[src/rtl/core/dll_pkg.sv]
// Shared definitions for the doubly linked list engine: command and status codes,
// field widths, parameter defaults and the node store write-enable bundle.
// No dependencies.
`default_nettype none

package dll_pkg;

   localparam int CmdWidth    = 3;
   localparam int StatusWidth = 2;
   localparam int DataWidth   = 32;

   localparam int CapacityDefault   = 32;
   localparam int ValueWidthDefault = 32;

   // command codes
   localparam logic [CmdWidth-1:0] CMD_INSERT_FRONT = 3'd0;
   localparam logic [CmdWidth-1:0] CMD_INSERT_BACK  = 3'd1;
   localparam logic [CmdWidth-1:0] CMD_DELETE       = 3'd2;
   localparam logic [CmdWidth-1:0] CMD_READ_FWD     = 3'd3;
   localparam logic [CmdWidth-1:0] CMD_READ_BACK    = 3'd4;

   // status codes
   localparam logic [StatusWidth-1:0] STATUS_OK        = 2'd0;
   localparam logic [StatusWidth-1:0] STATUS_EMPTY     = 2'd1;
   localparam logic [StatusWidth-1:0] STATUS_NOT_FOUND = 2'd2;
   localparam logic [StatusWidth-1:0] STATUS_FULL      = 2'd3;

   // per-array write enables into the node store
   typedef struct packed {
      logic val_we;
      logic next_we;
      logic prev_we;
   } node_wr_en_type;

endpackage

`default_nettype wire

[src/rtl/core/dll_node_store.sv]
// Node pool for the doubly linked list engine: value, next-link and prev-link arrays,
// one shared write address, one shared read address, registered read data.
// Depends on dll_pkg.
`default_nettype none

module dll_node_store #(
   parameter int CAPACITY    = dll_pkg::CapacityDefault,
   parameter int VALUE_WIDTH = dll_pkg::ValueWidthDefault
) (
   input  wire logic                             clock,
   input  wire dll_pkg::node_wr_en_type          wr_en,
   input  wire logic [$clog2(CAPACITY)-1:0]      wr_addr,
   input  wire logic signed [((VALUE_WIDTH < dll_pkg::DataWidth) ?
                              VALUE_WIDTH : dll_pkg::DataWidth)-1:0] wr_value,
   input  wire logic [$clog2(CAPACITY+1)-1:0]    wr_next,
   input  wire logic [$clog2(CAPACITY+1)-1:0]    wr_prev,
   input  wire logic [$clog2(CAPACITY)-1:0]      rd_addr,
   output logic signed [((VALUE_WIDTH < dll_pkg::DataWidth) ?
                         VALUE_WIDTH : dll_pkg::DataWidth)-1:0] rd_value,
   output logic [$clog2(CAPACITY+1)-1:0]         rd_next,
   output logic [$clog2(CAPACITY+1)-1:0]         rd_prev
);

   localparam int StoreWidth = (VALUE_WIDTH < dll_pkg::DataWidth) ?
                               VALUE_WIDTH : dll_pkg::DataWidth;
   localparam int LinkWidth  = $clog2(CAPACITY + 1);

   logic signed [StoreWidth-1:0] node_value_ff [CAPACITY];
   logic [LinkWidth-1:0]         next_link_ff  [CAPACITY];
   logic [LinkWidth-1:0]         prev_link_ff  [CAPACITY];

   logic signed [StoreWidth-1:0] rd_value_ff;
   logic [LinkWidth-1:0]         rd_next_ff;
   logic [LinkWidth-1:0]         rd_prev_ff;

   always_ff @(posedge clock) begin
      if (wr_en.val_we) begin
         node_value_ff[wr_addr] <= wr_value;
      end
      if (wr_en.next_we) begin
         next_link_ff[wr_addr] <= wr_next;
      end
      if (wr_en.prev_we) begin
         prev_link_ff[wr_addr] <= wr_prev;
      end
   end

   always_ff @(posedge clock) begin
      rd_value_ff <= node_value_ff[rd_addr];
      rd_next_ff  <= next_link_ff[rd_addr];
      rd_prev_ff  <= prev_link_ff[rd_addr];
   end

   assign rd_value = rd_value_ff;
   assign rd_next  = rd_next_ff;
   assign rd_prev  = rd_prev_ff;

endmodule

`default_nettype wire

[src/rtl/core/doubly_linked_list_engine.sv]
// Top level of the doubly linked list engine: command sequencer, head/tail and
// occupancy state, result register. Depends on dll_pkg and dll_node_store.
`default_nettype none

// Channel   Dir  Handshake          Payload
// req_      in   req_valid/stall    req_cmd[2:0], req_value[31:0] signed
// rsp_      out  rsp_valid/stall    rsp_status[1:0], rsp_element[31:0] signed, rsp_last
//
// Sequencing of a request, one request at a time (req_stall high while busy):
//   insert: the occupancy scan tests one slot per cycle for the lowest free slot,
//     then the old head or tail link is patched (not needed into an empty list);
//     a full pool reports STATUS_FULL.
//   delete: the walk reads one node per cycle from the node store's single read
//     port; on a hit the predecessor and successor links are then patched.
//   read-out: one result per cycle while rsp_stall is low (a single result for an
//     empty list).
// Reset (synchronous) empties the list: occupancy cleared, head and tail null. Node
// arrays are not cleared; only occupied nodes are ever read.
// A request is taken while a previous result still sits in the output register;
// rsp_stall only holds the sequencer when it has a result to hand over.

module doubly_linked_list_engine #(
   parameter int CAPACITY    = dll_pkg::CapacityDefault,
   parameter int VALUE_WIDTH = dll_pkg::ValueWidthDefault
) (
   input  wire logic                                   clock,
   input  wire logic                                   reset,
   // request channel
   input  wire logic                                   req_valid,
   output logic                                        req_stall,
   input  wire logic [dll_pkg::CmdWidth-1:0]           req_cmd,
   input  wire logic signed [dll_pkg::DataWidth-1:0]   req_value,
   // result channel
   output logic                                        rsp_valid,
   input  wire logic                                   rsp_stall,
   output logic [dll_pkg::StatusWidth-1:0]             rsp_status,
   output logic signed [dll_pkg::DataWidth-1:0]        rsp_element,
   output logic                                        rsp_last
);

   // values are kept at min(VALUE_WIDTH, 32) bits, sign-extended on the way out
   localparam int StoreWidth = (VALUE_WIDTH < dll_pkg::DataWidth) ?
                               VALUE_WIDTH : dll_pkg::DataWidth;
   localparam int LinkWidth  = $clog2(CAPACITY + 1);   // holds the null link
   localparam int IndexWidth = $clog2(CAPACITY);

   localparam logic [LinkWidth-1:0] NullLink = LinkWidth'(CAPACITY);
   localparam logic [LinkWidth-1:0] LastCnt  = LinkWidth'(CAPACITY - 1);

   typedef enum logic [2:0] {
      S_IDLE,
      S_SCAN,       // hunt for the lowest free slot
      S_LINK,       // patch the old head/tail link to the new node
      S_DEL_WALK,   // search from head, one node per cycle
      S_DEL_PREV,   // patch next link of the predecessor
      S_DEL_NEXT,   // patch prev link of the successor
      S_READ,       // stream nodes out
      S_RESULT      // hand over the single result of an insert, a delete or a read of an empty list
   } state_type;

   function automatic logic link_ok(input logic [LinkWidth-1:0] l);
      return l < NullLink;
   endfunction

   // ---------------------------------------------------------------- registers
   state_type                      state_ff,    state_in;
   logic [dll_pkg::CmdWidth-1:0]   cmd_ff,      cmd_in;
   logic signed [StoreWidth-1:0]   val_ff,      val_in;
   logic [LinkWidth-1:0]           cnt_ff,      cnt_in;    // scan slot / walk steps
   logic [LinkWidth-1:0]           cur_ff,      cur_in;    // node held in read data
   logic [LinkWidth-1:0]           nbr_ff,      nbr_in;    // old head or tail
   logic [LinkWidth-1:0]           prev_ff,     prev_in;
   logic [LinkWidth-1:0]           next_ff,     next_in;
   logic [LinkWidth-1:0]           head_ff,     head_in;
   logic [LinkWidth-1:0]           tail_ff,     tail_in;
   logic [CAPACITY-1:0]            in_use_ff,   in_use_in;
   logic [dll_pkg::StatusWidth-1:0] res_status_ff, res_status_in;

   logic                             rsp_valid_ff,   rsp_valid_in;
   logic [dll_pkg::StatusWidth-1:0]  rsp_status_ff,  rsp_status_in;
   logic signed [dll_pkg::DataWidth-1:0] rsp_element_ff, rsp_element_in;
   logic                             rsp_last_ff,    rsp_last_in;

   // ---------------------------------------------------------------- node store
   dll_pkg::node_wr_en_type        wr_en;
   logic [IndexWidth-1:0]          wr_addr;
   logic [LinkWidth-1:0]           wr_next;
   logic [LinkWidth-1:0]           wr_prev;
   logic [IndexWidth-1:0]          rd_addr;
   logic signed [StoreWidth-1:0]   rd_value;
   logic [LinkWidth-1:0]           rd_next;
   logic [LinkWidth-1:0]           rd_prev;

   dll_node_store #(
      .CAPACITY    (CAPACITY),
      .VALUE_WIDTH (VALUE_WIDTH)
   ) u_store (
      .clock    (clock),
      .wr_en    (wr_en),
      .wr_addr  (wr_addr),
      .wr_value (val_ff),
      .wr_next  (wr_next),
      .wr_prev  (wr_prev),
      .rd_addr  (rd_addr),
      .rd_value (rd_value),
      .rd_next  (rd_next),
      .rd_prev  (rd_prev)
   );

   // ---------------------------------------------------------------- sequencer
   logic                             out_free;
   logic                             load;
   logic [dll_pkg::StatusWidth-1:0]  ld_status;
   logic signed [dll_pkg::DataWidth-1:0] ld_element;
   logic                             ld_last;
   logic [LinkWidth-1:0]             cnt_inc;
   logic [LinkWidth-1:0]             walk_link;   // next node of a read-out
   logic                             walk_fin;
   logic                             front;

   assign out_free  = !rsp_valid_ff || !rsp_stall;
   assign cnt_inc   = cnt_ff + 1'b1;
   assign front     = (cmd_ff == dll_pkg::CMD_INSERT_FRONT);
   assign walk_link = (cmd_ff == dll_pkg::CMD_READ_BACK) ? rd_prev : rd_next;
   assign walk_fin  = !link_ok(walk_link) || (cnt_ff == LastCnt);

   always_comb begin
      state_in      = state_ff;
      cmd_in        = cmd_ff;
      val_in        = val_ff;
      cnt_in        = cnt_ff;
      cur_in        = cur_ff;
      nbr_in        = nbr_ff;
      prev_in       = prev_ff;
      next_in       = next_ff;
      head_in       = head_ff;
      tail_in       = tail_ff;
      in_use_in     = in_use_ff;
      res_status_in = res_status_ff;

      rd_addr    = cur_ff[IndexWidth-1:0];
      wr_en      = '0;
      wr_addr    = cnt_ff[IndexWidth-1:0];
      wr_next    = NullLink;
      wr_prev    = NullLink;

      load       = 1'b0;
      ld_status  = dll_pkg::STATUS_OK;
      ld_element = dll_pkg::DataWidth'(val_ff);
      ld_last    = 1'b1;

      case (state_ff)
         S_IDLE: begin
            if (req_valid) begin
               cmd_in = req_cmd;
               val_in = req_value[StoreWidth-1:0];
               cnt_in = '0;
               case (req_cmd)
                  dll_pkg::CMD_INSERT_FRONT, dll_pkg::CMD_INSERT_BACK: begin
                     state_in = S_SCAN;
                  end
                  dll_pkg::CMD_DELETE: begin
                     if (link_ok(head_ff)) begin
                        cur_in   = head_ff;
                        rd_addr  = head_ff[IndexWidth-1:0];
                        state_in = S_DEL_WALK;
                     end else begin
                        res_status_in = dll_pkg::STATUS_EMPTY;
                        state_in      = S_RESULT;
                     end
                  end
                  dll_pkg::CMD_READ_FWD: begin
                     val_in = '0;   // empty list reports element 0
                     if (link_ok(head_ff)) begin
                        cur_in   = head_ff;
                        rd_addr  = head_ff[IndexWidth-1:0];
                        state_in = S_READ;
                     end else begin
                        res_status_in = dll_pkg::STATUS_EMPTY;
                        state_in      = S_RESULT;
                     end
                  end
                  dll_pkg::CMD_READ_BACK: begin
                     val_in = '0;
                     if (link_ok(tail_ff)) begin
                        cur_in   = tail_ff;
                        rd_addr  = tail_ff[IndexWidth-1:0];
                        state_in = S_READ;
                     end else begin
                        res_status_in = dll_pkg::STATUS_EMPTY;
                        state_in      = S_RESULT;
                     end
                  end
                  default: begin
                     state_in = S_IDLE;   // unused codes are dropped
                  end
               endcase
            end
         end

         S_SCAN: begin
            if (cnt_ff == NullLink) begin
               res_status_in = dll_pkg::STATUS_FULL;
               state_in      = S_RESULT;
            end else if (!in_use_ff[cnt_ff[IndexWidth-1:0]]) begin
               wr_en.val_we  = 1'b1;
               wr_en.next_we = 1'b1;
               wr_en.prev_we = 1'b1;
               in_use_in[cnt_ff[IndexWidth-1:0]] = 1'b1;
               res_status_in = dll_pkg::STATUS_OK;
               if (front) begin
                  wr_next = head_ff;
                  nbr_in  = head_ff;
                  head_in = cnt_ff;
                  if (!link_ok(head_ff)) begin
                     tail_in = cnt_ff;
                  end
                  state_in = link_ok(head_ff) ? S_LINK : S_RESULT;
               end else begin
                  wr_prev = tail_ff;
                  nbr_in  = tail_ff;
                  tail_in = cnt_ff;
                  if (!link_ok(tail_ff)) begin
                     head_in = cnt_ff;
                  end
                  state_in = link_ok(tail_ff) ? S_LINK : S_RESULT;
               end
            end else begin
               cnt_in = cnt_inc;
            end
         end

         S_LINK: begin
            wr_addr = nbr_ff[IndexWidth-1:0];
            if (front) begin
               wr_en.prev_we = 1'b1;
               wr_prev       = cnt_ff;
            end else begin
               wr_en.next_we = 1'b1;
               wr_next       = cnt_ff;
            end
            state_in = S_RESULT;
         end

         S_DEL_WALK: begin
            if (rd_value == val_ff) begin
               prev_in = rd_prev;
               next_in = rd_next;
               in_use_in[cur_ff[IndexWidth-1:0]] = 1'b0;
               if (!link_ok(rd_prev)) begin
                  head_in = link_ok(rd_next) ? rd_next : NullLink;
               end
               if (!link_ok(rd_next)) begin
                  tail_in = link_ok(rd_prev) ? rd_prev : NullLink;
               end
               res_status_in = dll_pkg::STATUS_OK;
               state_in      = S_DEL_PREV;
            end else if (!link_ok(rd_next) || (cnt_ff == LastCnt)) begin
               res_status_in = dll_pkg::STATUS_NOT_FOUND;
               state_in      = S_RESULT;
            end else begin
               cur_in  = rd_next;
               rd_addr = rd_next[IndexWidth-1:0];
               cnt_in  = cnt_inc;
            end
         end

         S_DEL_PREV: begin
            wr_addr       = prev_ff[IndexWidth-1:0];
            wr_en.next_we = link_ok(prev_ff);
            wr_next       = next_ff;
            state_in      = S_DEL_NEXT;
         end

         S_DEL_NEXT: begin
            wr_addr       = next_ff[IndexWidth-1:0];
            wr_en.prev_we = link_ok(next_ff);
            wr_prev       = prev_ff;
            state_in      = S_RESULT;
         end

         S_READ: begin
            if (out_free) begin
               load       = 1'b1;
               ld_status  = dll_pkg::STATUS_OK;
               ld_element = dll_pkg::DataWidth'(rd_value);
               ld_last    = walk_fin;
               if (walk_fin) begin
                  state_in = S_IDLE;
               end else begin
                  cur_in  = walk_link;
                  rd_addr = walk_link[IndexWidth-1:0];
                  cnt_in  = cnt_inc;
               end
            end
         end

         S_RESULT: begin
            if (out_free) begin
               load      = 1'b1;
               ld_status = res_status_ff;
               state_in  = S_IDLE;
            end
         end

         default: begin
            state_in = S_IDLE;
         end
      endcase
   end

   // ---------------------------------------------------------------- result register
   always_comb begin
      rsp_valid_in   = rsp_valid_ff;
      rsp_status_in  = rsp_status_ff;
      rsp_element_in = rsp_element_ff;
      rsp_last_in    = rsp_last_ff;
      if (load) begin
         rsp_valid_in   = 1'b1;
         rsp_status_in  = ld_status;
         rsp_element_in = ld_element;
         rsp_last_in    = ld_last;
      end else if (!rsp_stall) begin
         rsp_valid_in = 1'b0;
      end
   end

   always_ff @(posedge clock) begin
      if (reset) begin
         state_ff     <= S_IDLE;
         head_ff      <= NullLink;
         tail_ff      <= NullLink;
         in_use_ff    <= '0;
         rsp_valid_ff <= 1'b0;
      end else begin
         state_ff     <= state_in;
         head_ff      <= head_in;
         tail_ff      <= tail_in;
         in_use_ff    <= in_use_in;
         rsp_valid_ff <= rsp_valid_in;
      end
      cmd_ff         <= cmd_in;
      val_ff         <= val_in;
      cnt_ff         <= cnt_in;
      cur_ff         <= cur_in;
      nbr_ff         <= nbr_in;
      prev_ff        <= prev_in;
      next_ff        <= next_in;
      res_status_ff  <= res_status_in;
      rsp_status_ff  <= rsp_status_in;
      rsp_element_ff <= rsp_element_in;
      rsp_last_ff    <= rsp_last_in;
   end

   assign req_stall   = (state_ff != S_IDLE);
   assign rsp_valid   = rsp_valid_ff;
   assign rsp_status  = rsp_status_ff;
   assign rsp_element = rsp_element_ff;
   assign rsp_last    = rsp_last_ff;

endmodule

`default_nettype wire
[config.mk]
export PLATFORM = sky130hd
export DESIGN_NAME = doubly_linked_list_engine
export DESIGN_NICKNAME = d
export VERILOG_FILES = /design/src/rtl/core/dll_pkg.sv /design/src/rtl/core/dll_node_store.sv /design/src/rtl/core/doubly_linked_list_engine.sv
export SDC_FILE = /design/constraint.sdc
export NUM_CORES = 2
export LEC_CHECK = 0
export BUFFER_PORTS_ARGS = -buffer_cell sky130_fd_sc_hd__buf_2
export CAP_MARGIN = 30
export CORE_UTILIZATION = 65
export CTS_CLUSTER_DIAMETER = 50
export DETAILED_ROUTE_END_ITERATION = 16
export HOLD_SLACK_MARGIN = 0.1
export PLACE_DENSITY = 0.83
export SYNTH_ARGS = -nofsm -noshare
export SYNTH_HDL_FRONTEND = slang
export SYNTH_SLANG_ARGS = --single-unit
export TNS_END_PERCENT = 20
[constraint.sdc]
create_clock -name clock -period 9 [get_ports clock]
set_input_delay 0.9 -clock clock [delete_from_list [all_inputs] [get_ports clock]]
set_output_delay 0.9 -clock clock [all_outputs]
set_load 0.05 [all_outputs]
* Word level (Yosys, flattened, before mapping)
Memories as Yosys holds them, arrays and structs flattened. A register that Yosys moved wholly into a read port is not among the register bits.
Cells that the tools add are included.
** Word-level totals
- Register bits :: 148
- Bits in latches :: 0
- Memory bits (writable) :: 1408
- Bits in read-only memories :: 0
- Memories kept :: 3
** Memories
- u_store.node_value_ff :: depth 32, bits a word 32, rd ports 1, clocked after Yosys merged registers in 1, wr ports 1, RTL line dll_node_store.sv:28 : logic signed [StoreWidth-1:0] node_value_ff [CAPACITY];
- u_store.next_link_ff :: depth 32, bits a word 6, rd ports 1, clocked after Yosys merged registers in 1, wr ports 1, RTL line dll_node_store.sv:29 : logic [LinkWidth-1:0] next_link_ff [CAPACITY];
- u_store.prev_link_ff :: depth 32, bits a word 6, rd ports 1, clocked after Yosys merged registers in 1, wr ports 1, RTL line dll_node_store.sv:30 : logic [LinkWidth-1:0] prev_link_ff [CAPACITY];
** Cells by class
- Add/sub/neg operators :: 1
- $mul :: 0
- Divide/modulo/power cells :: 0
- Order comparisons :: 11
- Equality and inequality tests :: 38
- Shift-type cells :: 0
- Mux-type cells :: 109
- Bitwise logic cells :: 5
- Reductions and logical operators :: 34
** Operator list (count)
- two-way mux 6 bit :: 30
- two-way mux 32 bit :: 5
- two-way mux 5 bit :: 15
- one-hot mux 32 bit (2 select lines) :: 1
- one-hot mux 5 bit (3 select lines) :: 3
- < comparator 6 bit, second input constant :: 7
- two-way mux 3 bit :: 14
- one-hot mux 6 bit (3 select lines) :: 2
- AND 32 bit :: 1
- == test 32 bit :: 1
- NOT 32 bit :: 1
- OR 32 bit :: 1
- != test 2 bit, second input constant :: 13
- != test 3 bit, second input constant :: 8
- one-hot mux 6 bit (2 select lines) :: 2
- one-hot mux 6 bit (4 select lines) :: 1
- one-hot mux 3 bit (7 select lines) :: 1
- one-hot mux 5 bit (2 select lines) :: 2
- == test 3 bit, second input constant :: 6
- two-way mux 1 bit :: 18
- AND reduction 6 bit :: 3
- two-way mux 2 bit :: 7
- == test 3 x 2 -> 1 bit, second input constant :: 4
- < comparator 5 x 6 -> 1 bit, second input constant :: 2
- 28 further kinds :: 50

* Logic depth before layout (Yosys ltp)
- Depth after elaboration :: 8
- Gate-level depth with buffers :: 14

* Hierarchy
A second synthesis with hierarchy kept.
** Second synthesis, totals
- Cell total of the unflattened synthesis :: 3951
- Area, all modules :: 64090.2 sq um
** Modules (own cells, without submodules)
- dll_node_store :: instances 1, cells an instance 3201, area each 56178.9 sq um
- doubly_linked_list_engine :: instances 1, cells an instance 750, area each 7911.3 sq um

* Least setup slack after synthesis
Ideal clock, no wire load.
- Path kind :: input port to flip-flop
- From :: input port req_valid
- To :: register u_store.rd_value_ff[30], in the netlist u_store.rd_value[30] (read register of u_store.node_value_ff)
- Library setup time :: 0.112 ns
- Arrival time :: 5.203 ns
- Data required time :: 8.888 ns
- Setup slack :: 3.685 ns
- Stages on the path :: 11
- Buffers on the path :: 2
- Path through :: nor4b_2 > o21ai_0 > nor2_1 > a211oi_1 > and3b_1 > buf_2 > nor4_2 > clkbuf_1 > a32oi_1 > nand4_1 > nor2_1
** Between the ends
- Cells in the longest elaborated chain, start to end :: 2
** RTL lines
- start, declared :: RTL line doubly_linked_list_engine.sv:29 : input wire logic req_valid,
- two-way mux 5 bit :: RTL line doubly_linked_list_engine.sv:154 : if (req_valid) begin
- one-hot mux 5 bit (3 select lines) :: RTL line doubly_linked_list_engine.sv:152 : case (state_ff)
- end, declared :: RTL line dll_node_store.sv:32 : logic signed [StoreWidth-1:0] rd_value_ff;
Every way passes these cells.
A chain may end at the register's enable or synchronous reset.

* Worst setup path after layout
- From :: register val_ff[29]
- To :: register u_store.rd_next_ff[0], in the netlist u_store.rd_next[0] (read register of u_store.next_link_ff)
** Between the ends
- Cells in the longest elaborated chain, start to end :: 3
** RTL lines
- start, declared :: RTL line doubly_linked_list_engine.sv:68 : logic signed [StoreWidth-1:0] val_ff, val_in;
- start signal, assigned :: RTL line doubly_linked_list_engine.sv:343 : val_ff <= val_in;
- == test 32 bit :: RTL line doubly_linked_list_engine.sv:246 : if (rd_value == val_ff) begin
- two-way mux 5 bit :: RTL line doubly_linked_list_engine.sv:246
- one-hot mux 5 bit (3 select lines) :: RTL line doubly_linked_list_engine.sv:152
- end, declared :: RTL line dll_node_store.sv:33 : logic [LinkWidth-1:0] rd_next_ff;
Every way passes these cells.

==> flow_summary.toml <==
[job]
cap_viol_max_count = 0

[synthesis]
synth-xor-area-share_pct = 0.500
synth_top_family_by_area = "simple AND/OR/NAND/NOR gates"
synthSimpleGateAreaFrac_pct = 19.4
ys_ff_latch = 1600
async_flop_share_pct = 0
synth_cells = 4913
yosysSeqAreaShare_pct = 74.7
synth_top_area_share_pct = 71.8
synth-compound-area-share_pct = 2.05
yosys_warnings = 0
synthesis.nets = 4956
avgSynthCellArea_um2 = 12.8
syn_area_um2 = 63100
synthFlopType = "edfxtp_1"
synth.area.mux_share_pct = 1.38
ys_top_cells_by_area = "edfxtp_1 72%, nand2_1 8.8%, nand3_1 5.6%"
synth_edf_count = 1508
synthAdderAreaFrac_pct = 0.0793
synth_top_cell_by_area = "edfxtp_1"
ys_types = 72

[run_status]
outcome = "finished with violations"
violations = "DRC"

[sta]
hold_viol = 0
period_share_pct = 69.1
max_freq_mhz = 161
slew_viol_final = 0
final.setup.tns_ns = 0
relSlewSlack_pct = 26.0
min_period_ns = 6.22
tightest_slew_ns = 1.11
fin_skew_ns = 0.0585
setup_viol = 0
rsz0062_at_grt = "no"

[global_route]
grt_pass1_vias = 41600
gr-total-overflow = 0
grt_max_degree = 204
grt_pass1_wl_mm = 262
grt_usage_pct = 36.8
antenna_found_initial = 9

[worst_setup_path]
path_max_fanout = 35
cp-end-kind = "register"
worstPathCellList = "xor2_1 > nor4_1 > nand4_1 > o211ai_1 > nand3b_1 > nor4_4 > buf_4 > nand3_1 > nand4_1 > nor4_1"
max_stage_delay_ns = 1.01
cp.arrival_ns = 6.91
worstSetupStartpointType = "register"
path_buf_inv = 1
cpMaxStageDelayCell = "nor4_4"
cp_top_family = "simple AND/OR/NAND/NOR gates"
worstSetupPathType = "register to register"
worstPathRequired_ns = 9.69

[layout]
fillers = 5489
num-nets-final = 5006
final_common_cell = "edfxtp_1"
layout_common_cells = "1508 x edfxtp_1, 1482 x nand2_1, 702 x nand3_1"
fin_util_pct = 73.6
syn_to_final_growth_pct = 11.5
drive_gt1_share_pct = 10.1

[die]
ios = 76
rows = 113
start_util_pct = 66.0
dieWidth_um = 314
fp.dieArea_um2 = 98300
coreArea_um2 = 95600
die_h_um = 314

[power]
pwr_density_cell_nw_per_um2 = 301
seq_power_share_pct = 46.6
power.internal_w = 0.0141
ir_drop_uv = 266
power.switching_w = 0.00712
netSwitchingFraction_pct = 33.6
comb_power_share_pct = 23.2
leakage_nw = 23.7
p_clk_share_pct = 30.2

[clock_tree]
clk_path_buf_depth = 3
insertion_delay_ns = 0.80
numCtsBuffers = 152
post_cts_buffers = 0
clock-sinks = 1600
htreeDepth = 4
cts-resized-gates = 0
postCtsHoldBufs = 0
root_buffer = "clkbuf_16"
cts_tree = "done"
clkTransAtPathRegs_ns = 0.06

[routing]
vias = 43400
routed.top_layer = "met5"
drt_iter0_drc = 8187
wl_per_cell_um = 28.5
wl_met2_mm = 82.4
vias_per_cell = 6.83
routed_wl_mm = 181
wl_met1_mm = 58.4
drtPass1Iterations = 13
drc_errors = 2
postRouteAntennaNets = 0
met3_length_mm = 27.2

[placed_design]
io_buffers = 75
gp_congestion = 0.953
dpl.hpwl_mm = 95.1

[worst_hold_path]
min_path_type = "primary input to register"
-- layout make-up --
class | instances | area [µm²] | share of cell area (%)
Clock inverter | 86 | 943 | 1.34
Inverter | 21 | 78.8 | 0.112
Antenna cell | 1 | 2.50 | 0.00356
Sequential cell | 1600 | 47100 | 67.0
Timing Repair Buffer | 184 | 1460 | 2.07
Multi-Input combinational cell | 3004 | 15100 | 21.5
Tap cell | 1265 | 1580 | 2.25
Clock buffer | 195 | 4050 | 5.75
-- layer usage --
| layer | vias up | GRT usage, % |
|---|---|---|
| met5 | - | 0 |
| met4 | 16 | 23.5 |
| met3 | 823 | 9.64 |
| met2 | 4031 | 56.0 |
| met1 | 20600 | 47.5 |
| li1 | 18000 | - |
-- synth_stat cells (5+ instances only) --
cell      count
and2_1       44
buf_2        46
mux4_2       10
nand2_1    1483
nand3b_1      5
mux2i_1      27
nor4_1       54
nor3_1       19
nand3_1     703
xor2_1       34
buf_1        18
o21ai_1       5
nor4_4       10
nor3b_1       6
nand2b_1      7
inv_1        20
nor2_1      155
o211ai_1     10
nor2b_1      11
a22oi_1      17
a32oi_1       6
a21oi_1      47
nand4_1     180
a221o_1       6
a211oi_1     14
clkbuf_1    222
a311oi_1      9
dfxtp_1      92
a222oi_1     10
edfxtp_1   1508
mux2_2       32
nor4_2        6
and3_1        8
o21ai_0      32
-- logic make-up (layout without fill, tap and decap cells) --
family	Yosys count	in the layout
buf+inv	309	486
mux	70	70
flops	1600	1600
xor+xnor	36	36
compound gates	185	185
fa+ha+maj	4	4
simple gates	2709	2709
other cells	0	1
-- power by group through the flow --
stage                     Clock (W)  Sequential [W]  Combinational, W
after global placement            0         0.00996           0.00445
after floorplan                   0         0.00987           0.00287
final                       0.00640         0.00987           0.00491
after global routing        0.00668         0.00989           0.00515
after CTS                   0.00639         0.00985           0.00468
after detailed placement          0         0.00999           0.00460
-- final timing paths --
kind         slack [ns]                 end          start  cells past startpoint
max reg2reg        2.78  u_store.rd_next[0]     val_ff[29]                     10
max                2.78  u_store.rd_next[0]     val_ff[29]                     10
min                0.39           val_ff[1]   req_value[1]                      2
min reg2reg        0.47       in_use_ff[14]  in_use_ff[14]                      2
-- flip-flops by register name, summed over array words and instances (netlist names), 3 cells and up --
| name | flops |
|---|---|
| u_store.rd_prev | 6 |
| val_ff | 32 |
| u_store.node_value_ff | 1024 |
| rsp_element | 32 |
| head_ff | 6 |
| state_ff | 3 |
| cur_ff | 5 |
| tail_ff | 6 |
| in_use_ff | 32 |
| u_store.rd_value | 32 |
| u_store.prev_link_ff | 192 |
| nbr_ff | 5 |
| cnt_ff | 6 |
| prev_ff | 6 |
| next_ff | 6 |
| cmd_ff | 3 |
| u_store.next_link_ff | 192 |
| u_store.rd_next | 6 |
-- through the flow --
| step | total power (W) | instances | hold WS [ns] | area (µm²) | worst slack [ns] |
|---|---|---|---|---|---|
| 2_1_floorplan | 0.0127 | 4913 | 0.429 | 63100 | 3.68 |
| 3_3_place_gp | 0.0144 | 6061 | 0.453 | 65100 | 2.91 |
| 3_5_place_dp | 0.0146 | 6068 | 0.466 | 65200 | 3.10 |
| 4_1_cts | 0.0209 | 6349 | 0.358 | 70200 | 3.03 |
| 5_1_grt | 0.0217 | 6355 | 0.375 | 70400 | 2.79 |
| 6_report | 0.0212 | 6356 | 0.386 | 70400 | 2.78 |
-- worst register-to-register path: cells and delay by family, from the launching register on --
family,cells,cell delay [ns]
XOR/XNOR,1,0.30
flip-flops,1,0.98
AND/OR/NAND/NOR,7,3.73
buffers and inverters,1,0.71
AO/OA/AOI/OAI,1,0.41
(Power assumes the default switching activity.)
